`src/rtl/core/gear_shift_sequencer_defines.svh`:
```
// assertion macros used by the gear shift sequencer rtl
`ifndef GEAR_SHIFT_SEQUENCER_DEFINES_SVH
`define GEAR_SHIFT_SEQUENCER_DEFINES_SVH

// same-cycle implication, disabled during reset
`define GSS_ASSERT_IMPLY(label, clk, rst, ante, cons) \
   label: assert property (@(posedge clk) disable iff (rst) (ante) |-> (cons)) \
      else $error("gss check failed: same-cycle implication");

// next-cycle implication, disabled during reset
`define GSS_ASSERT_NEXT(label, clk, rst, ante, cons) \
   label: assert property (@(posedge clk) disable iff (rst) (ante) |=> (cons)) \
      else $error("gss check failed: next-cycle implication");

`endif

```
`src/rtl/core/gss_pkg.sv`:
```
// types, constants and codes for the gear shift sequencer
`default_nettype none
package gss_pkg;

   localparam int PREAMBLE_BYTES = 5;
   localparam int FRAME_BYTES    = 16;
   localparam int POS_W          = 5;
   localparam int TIMER_W        = 10;
   localparam int CMD_W          = 8;
   localparam int GEAR_W         = 8;
   localparam int CSR_IDX_W      = 3;
   localparam int RSP_DATA_W     = 16;

   localparam logic [CMD_W-1:0] CMD_UP      = 8'h75;  // 'u'
   localparam logic [CMD_W-1:0] CMD_DOWN    = 8'h64;  // 'd'
   localparam logic [CMD_W-1:0] CMD_NEUTRAL = 8'h6E;  // 'n'

   typedef enum logic [3:0] {
      PH_IDLE     = 4'd0,
      PH_U_ENG    = 4'd1,
      PH_U_PULSE  = 4'd2,
      PH_U_REL    = 4'd3,
      PH_U_WAIT   = 4'd4,
      PH_D_ENG    = 4'd5,
      PH_D_PULSE  = 4'd6,
      PH_D_REL    = 4'd7,
      PH_D_WAIT   = 4'd8,
      PH_N_PULSE  = 4'd9,
      PH_N_WAIT   = 4'd10,
      PH_N_SETTLE = 4'd11
   } phase_type;

   typedef enum logic [CSR_IDX_W-1:0] {
      REG_CLUTCH_ENGAGE  = 3'd0,
      REG_SHIFT_PULSE    = 3'd1,
      REG_CLUTCH_RELEASE = 3'd2,
      REG_NEUTRAL_PULSE  = 3'd3,
      REG_NEUTRAL_SETTLE = 3'd4
   } csr_reg_type;

   typedef struct packed {
      logic [TIMER_W-1:0] clutch_engage;
      logic [TIMER_W-1:0] shift_pulse;
      logic [TIMER_W-1:0] clutch_release;
      logic [TIMER_W-1:0] neutral_pulse;
      logic [TIMER_W-1:0] neutral_settle;
   } timing_type;

   typedef struct packed {
      logic                     clutch_on;
      logic                     up_valve_on;
      logic                     down_valve_on;
      logic                     busy_res;
      logic signed [GEAR_W-1:0] gear_count;
   } drive_type;

endpackage
`default_nettype wire

```
`src/rtl/core/gear_shift_sequencer.sv`:
```
// Gear shift sequencer top level.
// req channel: one beat per received serial byte or per 1 ms tick.
//   req_tuser selects the kind (0 = serial byte in req_tdata, 1 = tick).
// rsp channel: exactly one beat per req beat, carrying the clutch and
//   valve drives, the signed gear counter and a busy flag as they stand
//   after that req beat has been applied.
// csr channel: writes one of the five timing registers (ms ticks); it is
//   always ready and indexes beyond the list are dropped. Write it only
//   while no req beat is in flight.
// The rsp beat is registered: it appears in the cycle after its req beat is taken.
// Throughput: one beat per cycle unless the rsp side stalls; the frame parser, the phase update and
//   the output decode all settle in the cycle the req beat is taken, and
//   the rsp register frees req_tready in the same cycle it is read.
// Stall: while rsp_tvalid is high and rsp_tready low, req_tready is low
//   and the pending rsp beat holds.
// Reset: clears the frame position, command, phase, timer and gear count,
//   reloads the default timings and empties the rsp register.
`default_nettype none
`include "gear_shift_sequencer_defines.svh"
module gear_shift_sequencer (
   input  wire logic                                 clock,
   input  wire logic                                 reset,
   input  wire logic                                 req_tvalid,
   output logic                                      req_tready,
   input  wire logic [7:0]                           req_tdata,  // [7:0] rx_byte
   input  wire logic                                 req_tuser,  // [0] mode
   output logic                                      rsp_tvalid,
   input  wire logic                                 rsp_tready,
   // [0] clutch_on, [1] up_valve_on, [2] down_valve_on, [10:3] gear_count,
   // [11] busy_res, [15:12] zero
   output logic [gss_pkg::RSP_DATA_W-1:0]            rsp_tdata,
   input  wire logic                                 csr_valid,
   output logic                                      csr_ready,
   input  wire logic [gss_pkg::CSR_IDX_W-1:0]        csr_index,
   input  wire logic [gss_pkg::TIMER_W-1:0]          csr_data
);

   gss_pkg::timing_type          timing;
   gss_pkg::drive_type           drive_next;
   gss_pkg::drive_type           drive_ff;
   gss_pkg::drive_type           drive_in;
   logic [gss_pkg::CMD_W-1:0]    command_next;
   logic                         accept;
   logic                         rsp_valid_ff;
   logic                         rsp_valid_in;

   assign req_tready = !rsp_valid_ff || rsp_tready;
   assign accept     = req_tvalid && req_tready;

   gss_csr u_csr (
      .clock     (clock),
      .reset     (reset),
      .csr_valid (csr_valid),
      .csr_ready (csr_ready),
      .csr_index (csr_index),
      .csr_data  (csr_data),
      .timing    (timing)
   );

   gss_frame_parser u_parser (
      .clock        (clock),
      .reset        (reset),
      .accept       (accept),
      .is_tick      (req_tuser),
      .rx_byte      (req_tdata),
      .command_next (command_next)
   );

   gss_phase_seq u_seq (
      .clock      (clock),
      .reset      (reset),
      .accept     (accept),
      .is_tick    (req_tuser),
      .command    (command_next),
      .timing     (timing),
      .drive_next (drive_next)
   );

   always_comb begin
      rsp_valid_in = accept || (rsp_valid_ff && !rsp_tready);
      drive_in     = accept ? drive_next : drive_ff;
   end

   always_ff @(posedge clock) begin
      if (reset) begin
         rsp_valid_ff <= 1'b0;
      end else begin
         rsp_valid_ff <= rsp_valid_in;
      end
   end

   // result payload, loaded on each taken req beat
   always_ff @(posedge clock) begin
      drive_ff <= drive_in;
   end

   assign rsp_tvalid = rsp_valid_ff;
   assign rsp_tdata  = {4'b0000, drive_ff.busy_res, drive_ff.gear_count,
                        drive_ff.down_valve_on, drive_ff.up_valve_on,
                        drive_ff.clutch_on};

   `GSS_ASSERT_IMPLY(a_idle_no_drive, clock, reset, rsp_valid_ff && !drive_ff.busy_res, !drive_ff.clutch_on && !drive_ff.up_valve_on && !drive_ff.down_valve_on)
   `GSS_ASSERT_IMPLY(a_valves_exclusive, clock, reset, rsp_valid_ff, !(drive_ff.up_valve_on && drive_ff.down_valve_on))
   `GSS_ASSERT_IMPLY(a_down_needs_clutch, clock, reset, rsp_valid_ff && drive_ff.down_valve_on, drive_ff.clutch_on)
   `GSS_ASSERT_NEXT(a_gear_step, clock, reset, accept && rsp_valid_ff, (drive_ff.gear_count == $past(drive_ff.gear_count)) || (drive_ff.gear_count == $past(drive_ff.gear_count) + 8'sd1) || (drive_ff.gear_count == $past(drive_ff.gear_count) - 8'sd1))

endmodule
`default_nettype wire

```
`src/rtl/core/gss_csr.sv`:
```
// timing registers written over the csr channel
`default_nettype none
module gss_csr (
   input  wire logic                             clock,
   input  wire logic                             reset,
   input  wire logic                             csr_valid,
   output logic                                  csr_ready,
   input  wire logic [gss_pkg::CSR_IDX_W-1:0]    csr_index,
   input  wire logic [gss_pkg::TIMER_W-1:0]      csr_data,
   output gss_pkg::timing_type                   timing
);

   gss_pkg::timing_type timing_ff;
   gss_pkg::timing_type timing_in;
   logic                write;

   assign csr_ready = 1'b1;
   assign write     = csr_valid & csr_ready;

   always_comb begin
      timing_in = timing_ff;
      if (write) begin
         unique case (csr_index)
            gss_pkg::REG_CLUTCH_ENGAGE:  timing_in.clutch_engage  = csr_data;
            gss_pkg::REG_SHIFT_PULSE:    timing_in.shift_pulse    = csr_data;
            gss_pkg::REG_CLUTCH_RELEASE: timing_in.clutch_release = csr_data;
            gss_pkg::REG_NEUTRAL_PULSE:  timing_in.neutral_pulse  = csr_data;
            gss_pkg::REG_NEUTRAL_SETTLE: timing_in.neutral_settle = csr_data;
            default:                     timing_in = timing_ff;
         endcase
      end
   end

   always_ff @(posedge clock) begin
      if (reset) begin
         timing_ff.clutch_engage  <= gss_pkg::TIMER_W'(70);
         timing_ff.shift_pulse    <= gss_pkg::TIMER_W'(1);
         timing_ff.clutch_release <= gss_pkg::TIMER_W'(20);
         timing_ff.neutral_pulse  <= gss_pkg::TIMER_W'(32);
         timing_ff.neutral_settle <= gss_pkg::TIMER_W'(30);
      end else begin
         timing_ff <= timing_in;
      end
   end

   assign timing = timing_ff;

endmodule
`default_nettype wire

```
`src/rtl/core/gss_frame_parser.sv`:
```
// frame parser: preamble check and command byte capture
`default_nettype none
module gss_frame_parser (
   input  wire logic                         clock,
   input  wire logic                         reset,
   input  wire logic                         accept,
   input  wire logic                         is_tick,
   input  wire logic [gss_pkg::CMD_W-1:0]    rx_byte,
   output logic      [gss_pkg::CMD_W-1:0]    command_next
);

   logic [gss_pkg::POS_W-1:0] position_ff;
   logic [gss_pkg::POS_W-1:0] position_in;
   logic [gss_pkg::CMD_W-1:0] command_ff;
   logic [gss_pkg::CMD_W-1:0] command_in;
   logic [gss_pkg::POS_W-1:0] pos_start;

   always_comb begin
      // past the frame end the position restarts before the byte is taken
      pos_start   = (position_ff >= gss_pkg::POS_W'(gss_pkg::FRAME_BYTES)) ?
                    '0 : position_ff;
      position_in = position_ff;
      command_in  = command_ff;
      if (accept && !is_tick) begin
         if (pos_start < gss_pkg::POS_W'(gss_pkg::PREAMBLE_BYTES)) begin
            if (rx_byte == gss_pkg::CMD_W'(pos_start)) begin
               position_in = pos_start + gss_pkg::POS_W'(1);
            end else begin
               position_in = '0;
            end
         end else begin
            if (pos_start == gss_pkg::POS_W'(gss_pkg::PREAMBLE_BYTES)) begin
               command_in = rx_byte;
            end
            position_in = pos_start + gss_pkg::POS_W'(1);
         end
      end
   end

   always_ff @(posedge clock) begin
      if (reset) begin
         position_ff <= '0;
         command_ff  <= '0;
      end else begin
         position_ff <= position_in;
         command_ff  <= command_in;
      end
   end

   assign command_next = command_in;

endmodule
`default_nettype wire

```
`src/rtl/core/gss_phase_seq.sv`:
```
// shift sequencer: timed phases, command waits and gear counter
`default_nettype none
module gss_phase_seq (
   input  wire logic                         clock,
   input  wire logic                         reset,
   input  wire logic                         accept,
   input  wire logic                         is_tick,
   input  wire logic [gss_pkg::CMD_W-1:0]    command,
   input  gss_pkg::timing_type               timing,
   output gss_pkg::drive_type                drive_next
);

   gss_pkg::phase_type                phase_ff;
   gss_pkg::phase_type                phase_in;
   logic [gss_pkg::TIMER_W-1:0]       timer_ff;
   logic [gss_pkg::TIMER_W-1:0]       timer_in;
   logic [gss_pkg::GEAR_W-1:0]        gear_ff;
   logic [gss_pkg::GEAR_W-1:0]        gear_in;
   gss_pkg::phase_type                ph_tick;
   logic [gss_pkg::TIMER_W-1:0]       tmr_tick;
   gss_pkg::phase_type                ph_wait;
   logic [gss_pkg::TIMER_W-1:0]       tmr_wait;
   gss_pkg::phase_type                ph_new;
   logic [gss_pkg::TIMER_W-1:0]       tmr_new;
   logic [gss_pkg::GEAR_W-1:0]        gear_new;
   logic                              timed;

   always_comb begin
      unique case (phase_ff)
         gss_pkg::PH_U_ENG, gss_pkg::PH_U_PULSE, gss_pkg::PH_U_REL,
         gss_pkg::PH_D_ENG, gss_pkg::PH_D_PULSE, gss_pkg::PH_D_REL,
         gss_pkg::PH_N_PULSE, gss_pkg::PH_N_SETTLE: timed = 1'b1;
         default:                                   timed = 1'b0;
      endcase
   end

   // tick step: count down, a timer of zero or one ends the phase
   always_comb begin
      ph_tick  = phase_ff;
      tmr_tick = timer_ff;
      if (is_tick && timed) begin
         if (timer_ff > gss_pkg::TIMER_W'(1)) begin
            tmr_tick = timer_ff - gss_pkg::TIMER_W'(1);
         end else begin
            unique case (phase_ff)
               gss_pkg::PH_U_ENG: begin
                  ph_tick  = gss_pkg::PH_U_PULSE;
                  tmr_tick = timing.shift_pulse;
               end
               gss_pkg::PH_U_PULSE: begin
                  ph_tick  = gss_pkg::PH_U_REL;
                  tmr_tick = timing.clutch_release;
               end
               gss_pkg::PH_U_REL: begin
                  ph_tick  = gss_pkg::PH_U_WAIT;
                  tmr_tick = '0;
               end
               gss_pkg::PH_D_ENG: begin
                  ph_tick  = gss_pkg::PH_D_PULSE;
                  tmr_tick = timing.shift_pulse;
               end
               gss_pkg::PH_D_PULSE: begin
                  ph_tick  = gss_pkg::PH_D_REL;
                  tmr_tick = timing.clutch_release;
               end
               gss_pkg::PH_D_REL: begin
                  ph_tick  = gss_pkg::PH_D_WAIT;
                  tmr_tick = '0;
               end
               gss_pkg::PH_N_PULSE: begin
                  ph_tick  = gss_pkg::PH_N_WAIT;
                  tmr_tick = '0;
               end
               default: begin
                  ph_tick  = gss_pkg::PH_IDLE;
                  tmr_tick = '0;
               end
            endcase
         end
      end
   end

   // waits end when the command moves away; idle may start a new run at once
   always_comb begin
      ph_wait  = ph_tick;
      tmr_wait = tmr_tick;
      gear_new = gear_ff;
      priority if (ph_tick == gss_pkg::PH_U_WAIT && command != gss_pkg::CMD_UP) begin
         gear_new = gear_ff + gss_pkg::GEAR_W'(1);
         ph_wait  = gss_pkg::PH_IDLE;
         tmr_wait = '0;
      end else if (ph_tick == gss_pkg::PH_D_WAIT && command != gss_pkg::CMD_DOWN) begin
         gear_new = gear_ff - gss_pkg::GEAR_W'(1);
         ph_wait  = gss_pkg::PH_IDLE;
         tmr_wait = '0;
      end else if (ph_tick == gss_pkg::PH_N_WAIT &&
                   command != gss_pkg::CMD_NEUTRAL) begin
         ph_wait  = gss_pkg::PH_N_SETTLE;
         tmr_wait = timing.neutral_settle;
      end else begin
         ph_wait  = ph_tick;
      end

      ph_new  = ph_wait;
      tmr_new = tmr_wait;
      if (ph_wait == gss_pkg::PH_IDLE) begin
         priority if (command == gss_pkg::CMD_UP) begin
            ph_new  = gss_pkg::PH_U_ENG;
            tmr_new = timing.clutch_engage;
         end else if (command == gss_pkg::CMD_DOWN) begin
            ph_new  = gss_pkg::PH_D_ENG;
            tmr_new = timing.clutch_engage;
         end else if (command == gss_pkg::CMD_NEUTRAL) begin
            ph_new  = gss_pkg::PH_N_PULSE;
            tmr_new = timing.neutral_pulse;
         end else begin
            ph_new  = gss_pkg::PH_IDLE;
         end
      end
   end

   always_comb begin
      phase_in = accept ? ph_new   : phase_ff;
      timer_in = accept ? tmr_new  : timer_ff;
      gear_in  = accept ? gear_new : gear_ff;
   end

   always_ff @(posedge clock) begin
      if (reset) begin
         phase_ff <= gss_pkg::PH_IDLE;
         timer_ff <= '0;
         gear_ff  <= '0;
      end else begin
         phase_ff <= phase_in;
         timer_ff <= timer_in;
         gear_ff  <= gear_in;
      end
   end

   always_comb begin
      unique case (ph_new)
         gss_pkg::PH_U_ENG, gss_pkg::PH_U_PULSE, gss_pkg::PH_U_REL,
         gss_pkg::PH_D_ENG, gss_pkg::PH_D_PULSE, gss_pkg::PH_D_REL:
                  drive_next.clutch_on = 1'b1;
         default: drive_next.clutch_on = 1'b0;
      endcase
      drive_next.up_valve_on   = (ph_new == gss_pkg::PH_U_PULSE) ||
                                 (ph_new == gss_pkg::PH_N_PULSE);
      drive_next.down_valve_on = (ph_new == gss_pkg::PH_D_PULSE);
      drive_next.busy_res      = (ph_new != gss_pkg::PH_IDLE);
      drive_next.gear_count    = gear_new;
   end

endmodule
`default_nettype wire

```
`config.mk`:
```
export PLATFORM = sky130hd
export DESIGN_NAME = gear_shift_sequencer
export DESIGN_NICKNAME = d
export VERILOG_FILES = /design/src/rtl/core/gss_pkg.sv /design/src/rtl/core/gear_shift_sequencer.sv /design/src/rtl/core/gss_csr.sv /design/src/rtl/core/gss_frame_parser.sv /design/src/rtl/core/gss_phase_seq.sv
export VERILOG_INCLUDE_DIRS = /design/src /design/src/rtl/core
export SDC_FILE = /design/constraint.sdc
export NUM_CORES = 1
export LEC_CHECK = 0
export ABC_AREA = 0
export BUFFER_PORTS_ARGS = -buffer_cell sky130_fd_sc_hd__buf_4
export CORE_MARGIN = 4
export CORE_UTILIZATION = 30
export DETAILED_ROUTE_END_ITERATION = 7
export GPL_TIMING_DRIVEN = 0
export SETUP_SLACK_MARGIN = 0.3
export SYNTH_ARGS = -nofsm -noshare
export SYNTH_HDL_FRONTEND = slang
export SYNTH_HIERARCHICAL = 1
export SYNTH_SLANG_ARGS = --single-unit
```
`constraint.sdc`:
```
create_clock -name clock -period 6.1 [get_ports clock]
set_input_delay 0 -clock clock [delete_from_list [all_inputs] [get_ports clock]]
set_output_delay 0 -clock clock [all_outputs]
set_load 0.1 [all_outputs]
```
======== Word level (Yosys, flattened, before mapping) ========
Memory sizes are Yosys's and may differ from the RTL's. A register that Yosys moved wholly into a read port is not among the register bits.
Cells that the tools add are included.
storage, ports and cells
  memories ................................ 1
  bits in read-only memories .............. 16
  bits in registers ....................... 98
  output and inout port bits .............. 19
operators by class
  multiplexer cells ....................... 31
  reduce and logical (&&, ||, !) cells .... 24
  order comparisons ....................... 3
  $add $sub $neg .......................... 4
  equal/unequal tests ..................... 29
memory list
  memory           depth  bits a word  read ports  clocked after Yosys merged registers in  write ports  line                 RTL
  (no name shown)  16     1            1           1                                        0            gss_phase_seq.sv:29  unique case (phase_ff)
operators with widths
  operator                                                         count
  2-to-1 mux 10 bit                                                9
  2-to-1 mux 4 bit                                                 11
  2-to-1 mux 8 bit                                                 5
  == test 4 x 3 -> 1 bit (second input constant)                   7
  case mux 4 bit (7 select lines)                                  1
  == test 8 x 7 -> 1 bit (second input constant)                   3
  != test 8 x 7 -> 1 bit (second input constant)                   3
  case mux 10 bit (2 select lines)                                 1
  == test 4 x 2 -> 1 bit (second input constant)                   4
  == test 4 bit (second input constant)                            4
  2-to-1 mux 5 bit                                                 3
  greater-than comparator 10 x 1 -> 1 bit (second input constant)  1
  AND reduction 2 bit                                              5
  subtractor 10 x 1 -> 10 bit (second input constant)              1
  adder 8 x 1 -> 8 bit (second input constant)                     1
  == test 4 x 1 -> 1 bit (second input constant)                   2
  == test 8 x 5 -> 1 bit                                           1
  subtractor 8 x 1 -> 8 bit (second input constant)                1
  logical AND 1 bit                                                7
  == test 3 x 2 -> 1 bit (second input constant)                   2
  OR reduction 6 bit                                               1
  adder 5 x 1 -> 5 bit (second input constant)                     1
  == test 5 x 3 -> 1 bit (second input constant)                   1
  >= comparator 5 bit (second input constant)                      1
  10 further kinds                                                 15

======== Depth between registers and ports, before layout ========
Gate-level depths: netlist of the first run.
  depth after elaboration ................. 16
  mapped depth ............................ 16
  mapped depth without buffers ............ 13

======== Cells and area by module ========
Netlist of the first run, hierarchy kept.
by module, submodules not included
  module                seq. area each (um^2)  area an instance (um^2)  cells an instance  times used
  gss_phase_seq         460.4                  2429.8                   331                1
  gss_csr               1001.0                 2033.2                   190                1
  gss_frame_parser      260.2                  686.9                    74                 1
  gear_shift_sequencer  380.4                  449.2                    22                 1

======== Worst setup path after synthesis of the first run ========
Ideal clock, no wire load.
  path kind ............................... reg2reg
  start point ............................. reg rsp_valid_ff (netlist: rsp_tvalid)
  end point ............................... reg u_seq/timer_ff[0] in the netlist's numbering
  stages on the path, launching flop included .. 14
  path buffers ............................ 1
  data arrival time ....................... 4.751 ns
  data required time ...................... 6.014 ns
  path slack .............................. 1.263 ns
  clock period less this slack ............ 4.837 ns
  library setup time ...................... 0.086 ns
  path through ............................ dfxtp_1 nand2b_4 and2_4 nor2b_1 nand4b_2 mux2_2 nor4bb_1 nand2_1 a221o_1 a221o_1 a21o_1 buf_6 or3_1 a221oi_2
on the way
  cells in the longest elaborated chain, start to end .. 14
  elaborated cells between the ends (all ways) .. 25
  classes of those cells .................. eq/ne: 6; mux: 11; reduce/logical: 8
RTL lines
  element                           line                        RTL
  start, declared                   gear_shift_sequencer.sv:44  logic rsp_valid_ff;
  start signal, assigned            gear_shift_sequencer.sv:88  rsp_valid_ff <= rsp_valid_in;
  logical NOT 1 bit *               gear_shift_sequencer.sv:47  assign req_tready = !rsp_valid_ff || rsp_tready;
  logical OR 1 bit *                gear_shift_sequencer.sv:47
  named net req_tready              gear_shift_sequencer.sv:24  output logic req_tready,
  logical AND 1 bit *               gear_shift_sequencer.sv:48  assign accept = req_tvalid && req_tready;
  named net accept                  gear_shift_sequencer.sv:43  logic accept;
  logical AND 1 bit *               gss_frame_parser.sv:24      if (accept && !is_tick) begin
  2-to-1 mux 8 bit *                gss_frame_parser.sv:24
  named net command_next (one bit)  gear_shift_sequencer.sv:42  logic [gss_pkg::CMD_W-1:0] command_next;
  != test 8 x 7 -> 1 bit            gss_phase_seq.sv:97         command != gss_pkg::CMD_NEUTRAL) begin
  logical AND 1 bit                 gss_phase_seq.sv:96         end else if (ph_tick == gss_pkg::PH_N_WAIT &&
  2-to-1 mux 10 bit                 gss_phase_seq.sv:96
  2-to-1 mux 10 bit                 gss_phase_seq.sv:92         end else if (ph_tick == gss_pkg::PH_D_WAIT && command != gss_pkg::CMD_DOWN) begin
  2-to-1 mux 10 bit                 gss_phase_seq.sv:88         priority if (ph_tick == gss_pkg::PH_U_WAIT && command != gss_pkg::CMD_UP) begin
  2-to-1 mux 10 bit                 gss_phase_seq.sv:113        end else if (command == gss_pkg::CMD_NEUTRAL) begin
  2-to-1 mux 10 bit                 gss_phase_seq.sv:110        end else if (command == gss_pkg::CMD_DOWN) begin
  2-to-1 mux 10 bit                 gss_phase_seq.sv:107        priority if (command == gss_pkg::CMD_UP) begin
  2-to-1 mux 10 bit *               gss_phase_seq.sv:106        if (ph_wait == gss_pkg::PH_IDLE) begin
  end signal, assigned              gss_phase_seq.sv:135        timer_ff <= timer_in;
  end, declared                     gss_phase_seq.sv:15         logic [gss_pkg::TIMER_W-1:0] timer_ff;
The timed path passes the listed nets; every way through them passes the cells marked *.
A chain may end at the register's enable or synchronous reset.

======== Final worst setup path of the first run ========
  start point ............................. reg rsp_valid_ff (netlist: rsp_tvalid)
  end point ............................... reg u_seq/timer_ff[1] in the netlist's numbering
on the way
  cells in the longest elaborated chain, start to end .. 14
  elaborated cells between the ends (all ways) .. 25
  classes of those cells .................. eq/ne: 6; mux: 11; reduce/logical: 8
RTL lines
  element                           line
  logical NOT 1 bit *               gear_shift_sequencer.sv:47
  logical OR 1 bit *                gear_shift_sequencer.sv:47
  logical AND 1 bit *               gear_shift_sequencer.sv:48
  named net accept                  gear_shift_sequencer.sv:43
  logical AND 1 bit *               gss_frame_parser.sv:24
  2-to-1 mux 8 bit *                gss_frame_parser.sv:24
  named net command_next (one bit)  gear_shift_sequencer.sv:42
  != test 8 x 7 -> 1 bit            gss_phase_seq.sv:97
  logical AND 1 bit                 gss_phase_seq.sv:96
  2-to-1 mux 10 bit                 gss_phase_seq.sv:96
  2-to-1 mux 10 bit                 gss_phase_seq.sv:92
  2-to-1 mux 10 bit                 gss_phase_seq.sv:88
  2-to-1 mux 10 bit                 gss_phase_seq.sv:113
  2-to-1 mux 10 bit                 gss_phase_seq.sv:110
  2-to-1 mux 10 bit                 gss_phase_seq.sv:107
  2-to-1 mux 10 bit *               gss_phase_seq.sv:106
Marked as above.

==> results of run 1 <==
-- sequential cells by signal, indices dropped and copies added (netlist names), 4 cells and up --
register              flops
u_seq/phase_ff            4
u_parser/command_ff       8
rsp_tdata                12
u_csr/timing             50
u_seq/gear_ff             8
u_parser/position_ff      5
u_seq/timer_ff           10
-- where the power goes --
| group | internal (mW) | total [mW] | switching [mW] |
|---|---|---|---|
| sequential | 0.677 | 0.691 | 0.0146 |
| combinational | 0.0762 | 0.215 | 0.139 |
| clock | 0.367 | 0.630 | 0.262 |
| total | 1.12 | 1.54 | 0.416 |
-- per-layer routing --
metal  up-vias  wire length (um)  GRT usage, %
li1       2380                 -             -
met1      2277              7300          20.9
met2       126              6620          22.7
met3        10               768          2.51
met4         0               102          2.55
met5         -                 0             0
-- cell usage in the layout (no fill, tap or decap), drive strengths merged, types with 9 or more instances in the layout --
| cell | n |
|---|---|
| dfxtp | 87 |
| a211oi | 9 |
| o21ai | 14 |
| inv | 21 |
| nand3 | 9 |
| xnor2 | 9 |
| clkbuf | 38 |
| buf | 56 |
| nor2 | 66 |
| a221oi | 12 |
| mux2i | 51 |
| nand2b | 55 |
| nand2 | 31 |
| dlygate4sd3 | 9 |
| a22oi | 12 |
| edfxtp | 12 |
| nor2b | 14 |
| a21oi | 23 |
| mux2 | 13 |
-- cell families after synthesis --
group	count (synthesis)	share of synthesized area, %
adders and majority gates	6	1.34
AOI/OAI and AO/OA	131	17.8
muxes	64	11.9
other	2	0.134
buffers and inverters	63	5.25
xor gates and xnor gates	12	1.88
and+or+nand+nor	240	24.2
DFF	99	37.5
-- cells in the mapped netlist, types with 14 or more instances --
cell      instances  share of area (%)
dfxtp_1          87                 31
nor2_1           65                4.4
nand2b_1         52                5.8
mux2i_1          50                8.9
nand2_1          30                2.0
clkbuf_1         28                1.9
a21oi_1          22                2.0
inv_1            18                1.2
nor2b_1          14                1.6
o21ai_0          14                1.3
-- final timing paths --
check                         from           endpoint  depth (start not counted)
setup / recovery        rsp_tvalid  u_seq/timer_ff[1]                         12
hold / removal        csr_index[2]   u_csr/timing[49]                          3
setup reg to reg        rsp_tvalid  u_seq/timer_ff[1]                         12
hold reg to reg   u_csr/timing[32]   u_csr/timing[32]                          2
-- final cells by class --
| cell class | count | area share (%) |
|---|---|---|
| multi-input cells | 458 | 48.5 |
| flip-flops and latches | 99 | 31.7 |
| repair buffers | 50 | 5.97 |
| well taps | 229 | 4.32 |
| clock buffers | 9 | 3.40 |
| plain buffers | 44 | 3.36 |
| clock inverters | 7 | 1.64 |
| inverters | 19 | 1.08 |
-- worst max-delay path, stage by stage, from the launching register on --
cell	delay, ns
dfxtp_1	0.33
nand2b_4	0.08
and2_4	0.29
nor2b_1	0.26
nand4b_2	0.30
mux2_2	0.40
nor4bb_1	0.58
nand2_1	0.35
a221o_1	0.41
a221o_1	0.45
a21boi_2	0.28
a221oi_1	0.49
a221oi_1	0.14
-- through the flow --
stage	hold slack [ns]	cells	cell area [um2]
after floorplan	0.0624	620	5610
after global placement	0.256	889	6200
after detailed placement	0.261	889	6200
after CTS	0.00212	914	6620
after global routing	0.0207	915	6630
final	0.0209	915	6630
==> impl_metrics.yaml, run 1 <==
clocking:
  clk_pin_slew_ns: 0.07
  cts_buffer_depth: 2
  cts_setup_buffers: 0
  insertion_delay_ns: 0.34
  cts_resized: 0
  clock-sinks: 99
  hold_buffers: 9
  cts_made_buffers: 9
  cts_root_buf: "clkbuf_16"
  cts_tree: "built"
  htree_levels: 3
sta:
  setup_ws_ns: 1.56
  slew_headroom_pct: 53.6
  tns_ns: 0
  clock_skew_ns: 0.00820
  rsz0062_at_grt: "false"
  slew_viol_final: 0
  finalHoldViolCount: 0
  worst-slew-pin-transition_ns: 0.696
  fin_crit_sh_pct: 74.4
  fin_crit_ns: 4.54
  setup_viol: 0
  fmax_ghz: 0.220
run_status:
  status: "completed"
final_layout:
  fillers: 1896
  fin_util_pct: 36.5
  seqCellArea_mm2: 0.00210
  syn_to_final_growth_pct: 18.3
  drive_gt1_share_pct: 16.9
  final_nets: 714
  antennaDiodeCount: 0
  multiInputGateArea_mm2: 0.00321
setup_path:
  arrival_ns: 4.73
  critPathLaunchType: "register"
  critPathKind: "register to register"
  required_ns: 6.29
  endpoint_kind: "register"
  critPathMaxFanout: 16
  r2r_slack_ns: 1.56
drt:
  dr_total_vias: 4793
  drtIter0Drc: 396
  drc_errors: 0
  first_pass_iters: 5
  wire_per_inst_um: 16.2
  viasPerCell: 5.24
  routed_wl_mm: 14.8
  ant_nets: 0
logic_synthesis:
  ys.flop_type: "dfxtp_1"
  synth.yosys.seq_area_share_pct: 37.5
  syn-instance-count: 617
  yosysWarnings: 6
  synth_edf_count: 12
  syn_area_per_cell_um2: 9.07
  ys_ff_latch: 99
  async_flop_share_pct: 0
  synth_cell_types: 87
  syn_area_mm2: 0.00560
global_routing:
  grt_overflow: 0
  grt_max_degree: 19
  grtUsageTotal_pct: 14.4
  grt_antenna_before_repair: 0
  first_global_vias: 4469
  grt_first_pass_wirelength_mm: 24.0
pwr:
  leakagePower_nw: 2.63
  peakVddDrop_uv: 150
  power_density_mw_per_mm2: 232
  power_mw: 1.54
floorplan:
  die-area_mm2: 0.0209
  row_count: 49
  coreArea_mm2: 0.0181
  start_util_pct: 30.9
  chipWidth_um: 145
  ios: 46
  die_y_um: 145
placement:
  place_ws_ns: 1.63
  hpwlAfterDp_mm: 10.8
  gp_congestion: 0.916
  port_buffers: 40
run:
  maxCapViolCount: 0
min_path:
  hp-class: "input pin to register"
(Power assumes the default switching activity.)
==> run 2: changes to the inputs <==
--- a/config.mk
+++ b/config.mk
@@ -6,7 +6,7 @@
 export SDC_FILE = /design/constraint.sdc
 export NUM_CORES = 1
 export LEC_CHECK = 0
-export ABC_AREA = 0
+export ABC_AREA = 1
 export BUFFER_PORTS_ARGS = -buffer_cell sky130_fd_sc_hd__buf_4
 export CORE_MARGIN = 4
 export CORE_UTILIZATION = 30
==> constraint.sdc (replaced) <==
create_clock -name clock -period 4.2 [get_ports clock]
set_input_delay 0 -clock clock [delete_from_list [all_inputs] [get_ports clock]]
set_output_delay 0 -clock clock [all_outputs]
set_load 0.1 [all_outputs]
==> run 2 against run 1 <==
Wire length is 4.8% higher. First-iteration DRC count is 3.8% lower. Sequential power is 53% higher. Combinational power grew to 3.3 times the previous value. Worst hold slack better by 0.018 ns. Synthesized cell count is 43% higher. Via count is 18% higher. Cell area is 7.5% higher. Sequential cell count stayed put. Synthesized area is 6.2% higher.
==> impl_metrics.yaml, run 2 <==
run_status:
  status: "completed"
clocking:
  cts_buffer_depth: 2
  cts_tree: "built"
  clock-sinks: 99
  htree_levels: 3
  insertion_delay_ns: 0.35
  cts_root_buf: "clkbuf_16"
  cts_made_buffers: 9
  clk_pin_slew_ns: 0.07
final_layout:
  fin_util_pct: 36.6
  final_common_cell: "nand2_1"
  final_cell_mix: "nand2_1, nor2_1, inv_1, nand3_1, dfxtp_1"
  final_nets: 991
  layout.cells.non_filler: 1228
  drive_gt1_share_pct: 15.8
  antennaDiodeCount: 0
  fillers: 2099
  syn_to_final_growth_pct: 19.9
  largest_reg_flops: 50
  final_area_mm2: 0.00713
setup_path:
  path_cells: "a21oi_4, inv_1, nor2_4, inv_2, nor3_2, nand3_2, buf_6, o21ai_2, inv_1, inv_1, nand2_1, nor4_1, a21oi_2, nand2_2, nand2_4, nand4_2, buf_6, nand2_1, o21ai_0, inv_1"
  critPathMaxFanout: 10
  cp_common_cell: "inv_1"
  endpoint_kind: "register"
  required_ns: 4.31
  critPathSlowestCell: "nor4_1"
  r2r-end: "rsp_tdata[0]"
  cpPeakStageDelay_ns: 0.62
  critPathLaunchType: "register"
  arrival_ns: 3.53
  r2r_cells: 20
  r2r-start: "rsp_tvalid"
  critical_path.top_delay_family: "simple AND/OR/NAND/NOR gates"
  critPathKind: "register to register"
  path_buf_inv: 7
  r2r_slack_ns: 0.79
logic_synthesis:
  async_flop_share_pct: 0
  synth_cell_types: 51
  synth_edf_count: 12
  synth_top_area_cell: "dfxtp_1"
  synth_top_area_share_pct: 29.3
  synth.yosys.seq_area_share_pct: 35.4
  yosys-top-cells-count: "nand2_1, nor2_1, inv_1, nand3_1, dfxtp_1"
  synth-xor-area-share_pct: 1.45
  ys.flop_type: "dfxtp_1"
  syn_area_mm2: 0.00594
  yosysWarnings: 6
  synth-simple-area-share_pct: 38.7
  synthMuxAreaShare_pct: 0
  synth-adder-area-share_pct: 1.26
  syn_area_per_cell_um2: 6.72
  syn-instance-count: 885
  yosysMostFrequentCell: "nand2_1"
  synth_top_family_by_area: "simple AND/OR/NAND/NOR gates"
  synth_compound_area_share_pct: 11.8
  synth.top_cells.by_area: "dfxtp_1, nand2_1, nor2_1, nand3_1, inv_1"
  ys_ff_latch: 99
floorplan:
  ios: 46
  die_y_um: 149
  row_count: 51
  start_util_pct: 30.5
  chipWidth_um: 149
  coreArea_mm2: 0.0195
  die-area_mm2: 0.0221
global_routing:
  grtUsageTotal_pct: 14.3
  grt_antenna_before_repair: 0
  grt_first_pass_wirelength_mm: 25.5
  top_usage_layer: "met2"
  grt_util_met3_pct: 2.70
  grt_use_met2_pct: 22.4
  use_met1_pct: 19.9
  first_global_vias: 5165
  grt_max_degree: 19
  grt_overflow: 0
placement:
  place_ws_ns: -0.000697
  hpwlAfterDp_mm: 11.6
  gp_congestion: 0.861
  dp_cells: 1193
  placed_cell_area_mm2: 0.00659
  port_buffers: 40
pwr:
  peakVddDrop_uv: 205
  power_density_mw_per_mm2: 376
  leakagePower_nw: 3.28
drt:
  routed_wl_mm: 15.5
  ant_nets: 0
  dr_total_vias: 5636
  first_pass_iters: 5
  drc_errors: 0
  drtIter0Drc: 381
  viasPerCell: 4.59
  wire_per_inst_um: 12.6
sta:
  finalHoldViolCount: 0
  setup_ws_ns: 0.785
  fin_crit_ns: 3.41
  setup_viol: 0
  clock_skew_ns: 0.00463
  fmax_ghz: 0.293
  worst-slew-pin-transition_ns: 0.705
  slew_viol_final: 0
  rsz0062_at_grt: "false"
  slew_headroom_pct: 52.5
  fin_crit_sh_pct: 81.3
min_path:
  holdPathStages: 5
  min_to: "u_csr/timing[24]"
  holdCritStartpoint: "csr_index[2]"
  hp-class: "input pin to register"
run:
  maxCapViolCount: 0
[run 2: worst max path at each step]
stage	slack, ns	cells past startpoint	to	from
4_1_cts	0.81	20	rsp_tdata[0]	rsp_tvalid
2_1_floorplan	0.39	20	rsp_tdata[0]	rsp_tvalid
5_1_grt	0.50	20	rsp_tdata[0]	rsp_tvalid
6_report	0.79	20	rsp_tdata[0]	rsp_tvalid
3_3_place_gp	-0.002	20	rsp_tdata[0]	rsp_tvalid
3_5_place_dp	-0.0007	20	rsp_tdata[0]	rsp_tvalid
[run 2: power breakdown]
part           total [mW]  switching, mW  internal, mW
Combinational       0.700          0.484         0.215
Sequential           1.06         0.0394          1.02
Clock               0.926          0.374         0.552
Total                2.68          0.898          1.79
[run 2: per-stage QoR]
| stage | hold slack [ns] | setup TNS [ns] | total power [mW] |
|---|---|---|---|
| after floorplan | 0.0624 | 0 | 1.60 |
| after global placement | 0.210 | -0.00214 | 1.75 |
| after detailed placement | 0.216 | -0.000697 | 1.76 |
| after CTS | 0.0235 | 0 | 2.71 |
| after global routing | 0.0438 | 0 | 2.82 |
| final | 0.0390 | 0 | 2.68 |
[run 2: cells by family after synthesis]
| logic type | count (synthesis) |
|---|---|
| AO/OA/AOI/OAI | 116 |
| XOR/XNOR | 9 |
| adder cells (fa/ha/maj) | 6 |
| buffers and inverters | 158 |
| flip-flops | 99 |
| other | 2 |
| AND/OR/NAND/NOR | 495 |
[run 2: timing repair]
| item | in CTS | in global routing |
|---|---|---|
| hold buffers | 18 | 0 |
| endpoints found under the setup margin | 33 | 0 |
| hold endpoints to repair | 22 | 0 |
| resized for setup | 1 | 0 |
| buffers inserted | 1 | 0 |
[run 2: final cells by class]
type	instances	area [um2]	area share (%)
Clock buffer	12	289	4.06
Timing Repair Buffer	59	488	6.85
Clock inverter	4	50.0	0.702
Tap cell	265	332	4.65
Inverter	125	469	6.58
Multi-Input combinational cell	631	3190	44.8
Buffer	33	201	2.83
Sequential cell	99	2100	29.5
[run 2: worst register-to-register path, delay by kind of cell (launching register included)]
kind                   cells  cell delay, ns
AOI/OAI and AO/OA          4            0.56
buffers and inverters      7            0.70
and+or+nand+nor            9            1.57
DFF                        1            0.35
[run 2: layer usage]
metal | wire length [um] | vias to the layer above
li1 | - | 2965
met1 | 7600 | 2511
met2 | 6760 | 135
met3 | 776 | 25
met4 | 367 | 0
met5 | 0 | -
==> run 3: changes to the inputs <==
==> constraint.sdc (replaced) <==
create_clock -name clock -period 2.9 [get_ports clock]
set_input_delay 0 -clock clock [delete_from_list [all_inputs] [get_ports clock]]
set_output_delay 0 -clock clock [all_outputs]
set_load 0.1 [all_outputs]
==> run 3 against run 2 <==
Register-to-register slack got worse by 0.68 ns. Maximum frequency increased by 22%. Cell area rose by 7.1%. Via count rose by 2.6%.
==> impl_metrics.yaml, run 3 (synthesis gave the netlist of run 2 again) <==
global_routing:
  grt_antenna_before_repair: 0
  first_global_vias: 5242
  grt_max_degree: 19
  grt_overflow: 0
  grtUsageTotal_pct: 15.0
  grt_first_pass_wirelength_mm: 26.6
floorplan:
  ios: 46
  chipWidth_um: 149
  start_util_pct: 30.5
  row_count: 51
  die_y_um: 149
  coreArea_mm2: 0.0195
  die-area_mm2: 0.0221
setup_path:
  arrival_ns: 2.90
  endpoint_kind: "register"
  critPathSlowestCell: "dfxtp_4"
  required_ns: 3.01
  critical_path.top_delay_family: "simple AND/OR/NAND/NOR gates"
  path_buf_inv: 7
  worstSetupPathDepth: 22
  path_cells: "a21oi_4, inv_2, nor2_4, inv_2, nor3_2, nand3_2, buf_6, nand2_2, o21ai_2, inv_1, inv_1, nor2_2, nand2_4, nor4_4, a21oi_2, nand2_2, nand2_4, nand4_4, buf_6, nand2_4, o21ai_2, inv_1"
  cpPeakStageDelay_ns: 0.35
  critPathKind: "register to register"
  critPathMaxFanout: 8
  r2r_cells: 22
  critPathLaunchType: "register"
final_layout:
  drive_gt1_share_pct: 24.8
  multiInputGateArea_mm2: 0.00353
  fillers: 2045
  final_cell_mix: "nand2_1, nor2_1, inv_1, dfxtp_1, nand3_1"
  fin_util_pct: 39.2
  seqCellArea_mm2: 0.00211
  final_common_cell: "nand2_1"
  final_nets: 1009
  final_area_mm2: 0.00763
  syn_to_final_growth_pct: 28.4
  antennaDiodeCount: 0
  largest_reg_flops: 50
placement:
  port_buffers: 40
  hpwlAfterDp_mm: 11.7
  placed_cell_area_mm2: 0.00666
  gp_congestion: 0.858
  place_ws_ns: -0.755
run_status:
  status: "completed"
clocking:
  cts_tree: "built"
  clk_pin_slew_ns: 0.07
  insertion_delay_ns: 0.36
  cts_buffer_depth: 2
  htree_levels: 3
  cts_made_buffers: 9
  cts_root_buf: "clkbuf_16"
  clock-sinks: 99
sta:
  fin_crit_ns: 2.79
  setup_viol: 0
  clock_skew_ns: 0.00706
  slew_headroom_pct: 55.1
  finalHoldViolCount: 0
  tns_ns: 0
  slew_viol_final: 0
  worst-slew-pin-transition_ns: 0.674
  fin_crit_sh_pct: 96.4
  fmax_ghz: 0.358
  rsz0062_at_grt: "true"
  setup_ws_ns: 0.105
pwr:
  power_density_mw_per_mm2: 508
  peakVddDrop_uv: 299
  power_mw: 3.88
  leakagePower_nw: 3.47
drt:
  routed_wl_mm: 16.4
  viasPerCell: 4.64
  dr_total_vias: 5780
  drc_errors: 0
  wire_per_inst_um: 13.2
  drtIter0Drc: 280
  ant_nets: 0
  first_pass_iters: 5
run:
  maxCapViolCount: 0
min_path:
  hp-class: "input pin to register"
  holdPathStages: 4
[run 3: cell types whose count changed in the layout (fill, tap and decap cells not counted), sizes merged]
| cell | previous run | this run |
|---|---|---|
| dlygate4sd3 | 18 | 16 |
| buf | 65 | 84 |
| clkinv | 3 | 6 |
| inv | 125 | 124 |
| clkbuf | 21 | 20 |
[run 3: area by class of cell]
cell class	instances	share of cell area, %
multi-input cells	631	46.2
flip-flops and latches	99	27.6
repair buffers	77	8.66
inverters	125	6.31
well taps	265	4.35
clock buffers	10	3.13
plain buffers	33	2.87
clock inverters	6	0.836
[run 3: path summary, 6_finish.rpt]
kind	from	slack [ns]	to
worst max-delay path	rsp_tvalid	0.11	rsp_tdata[0]
worst min-delay path	req_tdata[3]	0.02	u_parser/command_ff[3]
worst max register to register	rsp_tvalid	0.11	rsp_tdata[0]
worst min register to register	u_csr/timing[7]	0.48	u_csr/timing[7]
[run 3: layer usage]
layer / part of all wire [%] / vias to the layer above / routed length (um) / track usage, %
li1: - / 2996 / - / -
met1: 47 / 2626 / 7760 / 20.7
met2: 46 / 144 / 7540 / 23.9
met3: 5.4 / 14 / 886 / 3.07
met4: 1.5 / 0 / 245 / 4.26
met5: 0 / - / 0 / 0
[run 3: through the flow]
| stage | hold WS, ns | cells |
|---|---|---|
| 2_1_floorplan | 0.0533 | 888 |
| 4_1_cts | 0.00685 | 1242 |
| 5_1_grt | 0.0196 | 1246 |
| 3_5_place_dp | 0.213 | 1193 |
| 6_report | 0.0153 | 1246 |
| 3_3_place_gp | 0.209 | 1193 |
[run 3: where the power goes]
part	leakage [nW]	switching [mW]	internal (mW)	total (mW)
combinational	2.48	0.763	0.365	1.13
clock	0.153	0.527	0.692	1.22
sequential	0.832	0.0570	1.47	1.53
[run 3: timing repair]
item | in CTS | in global routing
pin swaps | 14 | 28
resized for setup | 26 | 65
cloned | 2 | 0
hold endpoints to repair | 19 | 0
endpoints found under the setup margin | 34 | 34
setup buffers | 15 | 4
hold buffers | 16 | 0
[run 3: tightest hold or removal path: cells and delay by family]
family,cells,cell delay (ns)
simple gates,1,0.06
buf+inv,2,0.22
compound gates,1,0.05
